[config.mk]
export PLATFORM = sky130hd
export DESIGN_NAME = rbo_front
export DESIGN_NICKNAME = d
export VERILOG_FILES = /design/src/sv/rbo_pkg.sv /design/src/sv/rbo_front.sv
export SDC_FILE = /design/constraint.sdc
export NUM_CORES = 1
export LEC_CHECK = 0
export BUFFER_PORTS_ARGS = -buffer_cell sky130_fd_sc_hd__buf_2
export CORE_MARGIN = 2
export CORE_UTILIZATION = 46
export DETAILED_ROUTE_END_ITERATION = 8
export PLACE_DENSITY = 0.76
export SKIP_LAST_GASP = 1
export SLEW_MARGIN = 20
export SYNTH_ARGS = -nofsm -noshare
export SYNTH_HDL_FRONTEND = slang
export SYNTH_SLANG_ARGS = --single-unit
[constraint.sdc]
create_clock -name clk -period 1.85 [get_ports clk]
set_input_delay 0.185 -clock clk [delete_from_list [all_inputs] [get_ports clk]]
set_output_delay 0.185 -clock clk [all_outputs]
set_load 0.005 [all_outputs]
[src/sv/rbo_pkg.sv]
// Shared constants for the rank-biased overlap core.
// No dependencies; imported by every module of the block.
package rbo_pkg;
	localparam int unsigned ID_BITS_DEF   = 12;
	localparam int unsigned MAX_DEPTH_DEF = 1024;
	localparam int unsigned DECAY_W       = 16;
	localparam int unsigned CNT_W         = 11;
	localparam int unsigned VAL_W         = 17;
	localparam int unsigned POW_W         = 32;
	localparam int unsigned SUM_W         = 48;
	localparam int unsigned HALF_W        = SUM_W / 2;
	localparam int unsigned QUEUE_DEPTH   = 2;
	localparam logic [DECAY_W-1:0] DECAY_RESET = 16'd58982;
	localparam logic [POW_W-1:0]   POWER_ONE   = 32'hFFFF_FFFF;
	localparam logic [VAL_W-1:0]   UNIT_Q16    = 17'h1_0000;
endpackage

[src/sv/rbo_front.sv]
// Input side: a two-entry queue of ID pairs in front of the sequencer.
// Depends on rbo_pkg.
module rbo_front import rbo_pkg::*; #(
	parameter int unsigned ID_BITS = ID_BITS_DEF
) (
	input  logic               clk,
	input  logic               arst_n,
	input  logic               in_valid,
	output logic               in_stall,
	input  logic [ID_BITS-1:0] a_id,
	input  logic [ID_BITS-1:0] b_id,
	input  logic               last_pair,
	output logic               q_valid,
	input  logic               q_pop,
	output logic [ID_BITS-1:0] q_a,
	output logic [ID_BITS-1:0] q_b,
	output logic               q_last
);
	localparam int unsigned EW = 2 * ID_BITS + 1;

	logic [EW-1:0] ent_q [QUEUE_DEPTH];
	logic          wr_q, rd_q;
	logic [1:0]    cnt_q;
	logic          push;

	assign in_stall = (cnt_q == 2'(QUEUE_DEPTH));
	assign push     = in_valid && !in_stall;
	assign q_valid  = (cnt_q != 2'd0);
	assign {q_a, q_b, q_last} = ent_q[rd_q];

	always_ff @(posedge clk) begin
		if (push) begin
			ent_q[wr_q] <= {a_id, b_id, last_pair};
		end
	end

	always_ff @(posedge clk or negedge arst_n) begin
		if (!arst_n) begin
			wr_q  <= 1'b0;
			rd_q  <= 1'b0;
			cnt_q <= 2'd0;
		end else begin
			if (push) begin
				wr_q <= ~wr_q;
			end
			if (q_pop) begin
				rd_q <= ~rd_q;
			end
			cnt_q <= cnt_q + 2'(push) - 2'(q_pop);
		end
	end
endmodule

==> impl_metrics.ini <==
[status]
status = finished clean

[pwr]
p_leak_nw = 1.04
p_per_area_nw_per_um2 = 1420
ir_drop_v = 0.000660

[yosys]
ys_seq_area_frac = 0.763
synthCells = 95
yosysUniqueCellTypes = 15
avgSynthCellArea_sq_um = 22.1
synth_seq_cells = 54
ys_warn_count = 0
synthesis.nets = 126
synth_area_sq_um = 2100

[worst_setup_path]
crit_family = buffers and inverters
crit_buf_inv = 2
rrSetupSlack_ns = 0.30
cp_slowest_stage_delay_ns = 0.38
end_kind = output pin
cp-startpoint = rd_q
crit_end = q_b[1]
required_ns = 1.66
ff2ff_path_depth = 7
worstPathCellList = buf_4 > mux2_2 > buf_2
crit_path_top_delay_cell = mux2_2
worstPathArrival_ns = 1.45
path_max_fanout = 17
r2r_start = cnt_q[1]
r2r-end = cnt_q[1]
start_kind = register
path_depth = 3
critical_path_class = reg -> out

[timing]
max_freq_mhz = 612
clock_skew_ns = 0.00617
slew_headroom = 0.792
slew_violations = 0
hold_viol = 0
rsz0062_at_grt = no
min_period_ns = 1.63
fin_tns_setup_ns = 0
setup_viol = 0
post-route-worst-setup-slack_ns = 0.216
tightest_slew_ns = 0.312
whs_ns = 0.0744
timing.final.crit_share = 0.883

[layout]
drive_gt1_frac = 0.574
multi_input_area_sq_um = 442
fillerInstances = 336
seqCellArea_sq_um = 1600
final_cell_count_no_fill = 214
nets = 192
num_antenna_cells = 0
area_growth_pct = 20.3

[die]
initial_core_util = 0.479
ios = 56
core_sq_um = 4380
die_w_um = 71.6
die_area_sq_um = 5120
rows = 24
die_y_um = 71.6

[global_route]
overflow = 0
grt_antenna_before_repair = 0
grt_pass1_wl_um = 5020
grt_pass1_vias = 1109
grt_max_degree = 18
grt_usage = 0.133

[run]
cap_viol_max_count = 0

[clock_network]
clk_pin_slew_ns = 0.09
tritoncts = built
clk_latency_ns = 0.29
post_cts_buffers = 0
cts_buffers = 5
clock_path_buffers = 2
cts_sinks = 54
ctsHtreeMaxLevel = 2
cts-root-buf = clkbuf_8
post_cts_resized = 0

[route]
viasPerCell = 4.83
drt_iter0_drc = 91
top_layer = met4
drt_wl_total_um = 3150
wl_met1_um = 1220
drcViolationCount = 0
wl_met2_um = 1620
dr_wl_met3_um = 284
wl_per_cell_um = 14.7
antenna_left = 0
routed-via-count = 1034
drt-pass1-iter-count = 3

[place]
dp.cells = 205
dp_slack_ns = 0.311
dp_hpwl_um = 2380
io_buffers = 55
gp_congestion = 0.652

[min_path]
min_path_type = in -> reg
## flip-flops by register name, summed over array words and instances, names as in the netlist
| name | flops |
|---|---|
| ent_q | 50 |
| cnt_q | 2 |
| rd_q | 1 |
| wr_q | 1 |
## per-stage QoR
stage,power [mW],instance area (sq um),utilization
4_1_cts,3.66,2530,0.576
6_report,3.60,2530,0.576
3_5_place_dp,3.07,2440,0.556
3_3_place_gp,3.02,2440,0.556
2_1_floorplan,2.69,2100,-
5_1_grt,3.83,2530,0.576
## where the power goes
group | leakage, nW | internal (mW) | total, mW | switching (mW)
registers | 0.511 | 1.67 | 1.76 | 0.0861
clock network | 0.0407 | 0.253 | 0.585 | 0.332
logic | 0.484 | 0.700 | 1.25 | 0.550
total | 1.04 | 2.63 | 3.60 | 0.968
## final cells by class
type	count	share of cell area
clock buffers	5	0.0272
clock inverters	3	0.00446
inverters	2	0.00297
multi-input cells	36	0.175
flip-flops and latches	54	0.634
well taps	52	0.0258
repair buffers	62	0.131
## cell families after synthesis
family,synth area share
flip-flops,0.763
multiplexers,0.168
buffers and inverters,0.0280
AND/OR/NAND/NOR,0.0125
XOR/XNOR,0.0167
adder cells (fa/ha/maj),0.0119
## what timing repair did
action / 4_1_cts / 5_1_grt
setup endpoints to repair: 0 / 0
hold buffers: 1 / 0
endpoints found under the hold margin: 4 / 0
## worst min path at each step
stage	to	from	slack, ns	cells after the start
floorplan	cnt_q[0]	arst_n	-0.11	0
global placement	cnt_q[0]	arst_n	-0.008	1
CTS	ent_q[1][3]	b_id[2]	0.06	1
detailed placement	cnt_q[0]	arst_n	-0.002	1
finish	ent_q[1][3]	b_id[2]	0.07	1
global route	ent_q[0][1]	b_id[0]	0.06	1
## cells in the final DEF, fill, tap and decap left out
| master | instances |
|---|---|
| and3_1 | 1 |
| nand2b_1 | 1 |
| buf_4 | 6 |
| or2_2 | 1 |
| nor2_2 | 1 |
| xor2_1 | 1 |
| clkbuf_8 | 5 |
| ha_1 | 2 |
| nand2_1 | 1 |
| edfxtp_1 | 50 |
| xnor2_1 | 3 |
| mux2_4 | 19 |
| clkinv_1 | 3 |
| buf_2 | 55 |
| inv_1 | 2 |
| dlygate4sd3_1 | 1 |
| mux2_2 | 6 |
| dfrtp_1 | 4 |
## synth_stat cells
| cell | number | area, sq um |
|---|---|---|
| mux2_2 | 6 | 67.6 |
| nand2b_1 | 1 | 6.26 |
| and3_1 | 1 | 6.26 |
| buf_12 | 2 | 40.0 |
| or2_2 | 1 | 6.26 |
| buf_6 | 1 | 11.3 |
| nor2_1 | 1 | 3.75 |
| nand2_1 | 1 | 3.75 |
| xor2_1 | 1 | 8.76 |
| edfxtp_1 | 50 | 1500 |
| dfrtp_1 | 4 | 100 |
| inv_1 | 2 | 7.51 |
| mux2_4 | 19 | 285 |
| ha_1 | 2 | 25.0 |
| xnor2_1 | 3 | 26.3 |
## metal layers
metal	global-route usage	vias to the layer above
met4	0.0440	0
met1	0.143	498
met2	0.237	41
met5	0	-
met3	0.0577	5
li1	-	490
No activity file was read; power rests on OpenSTA's default activity.
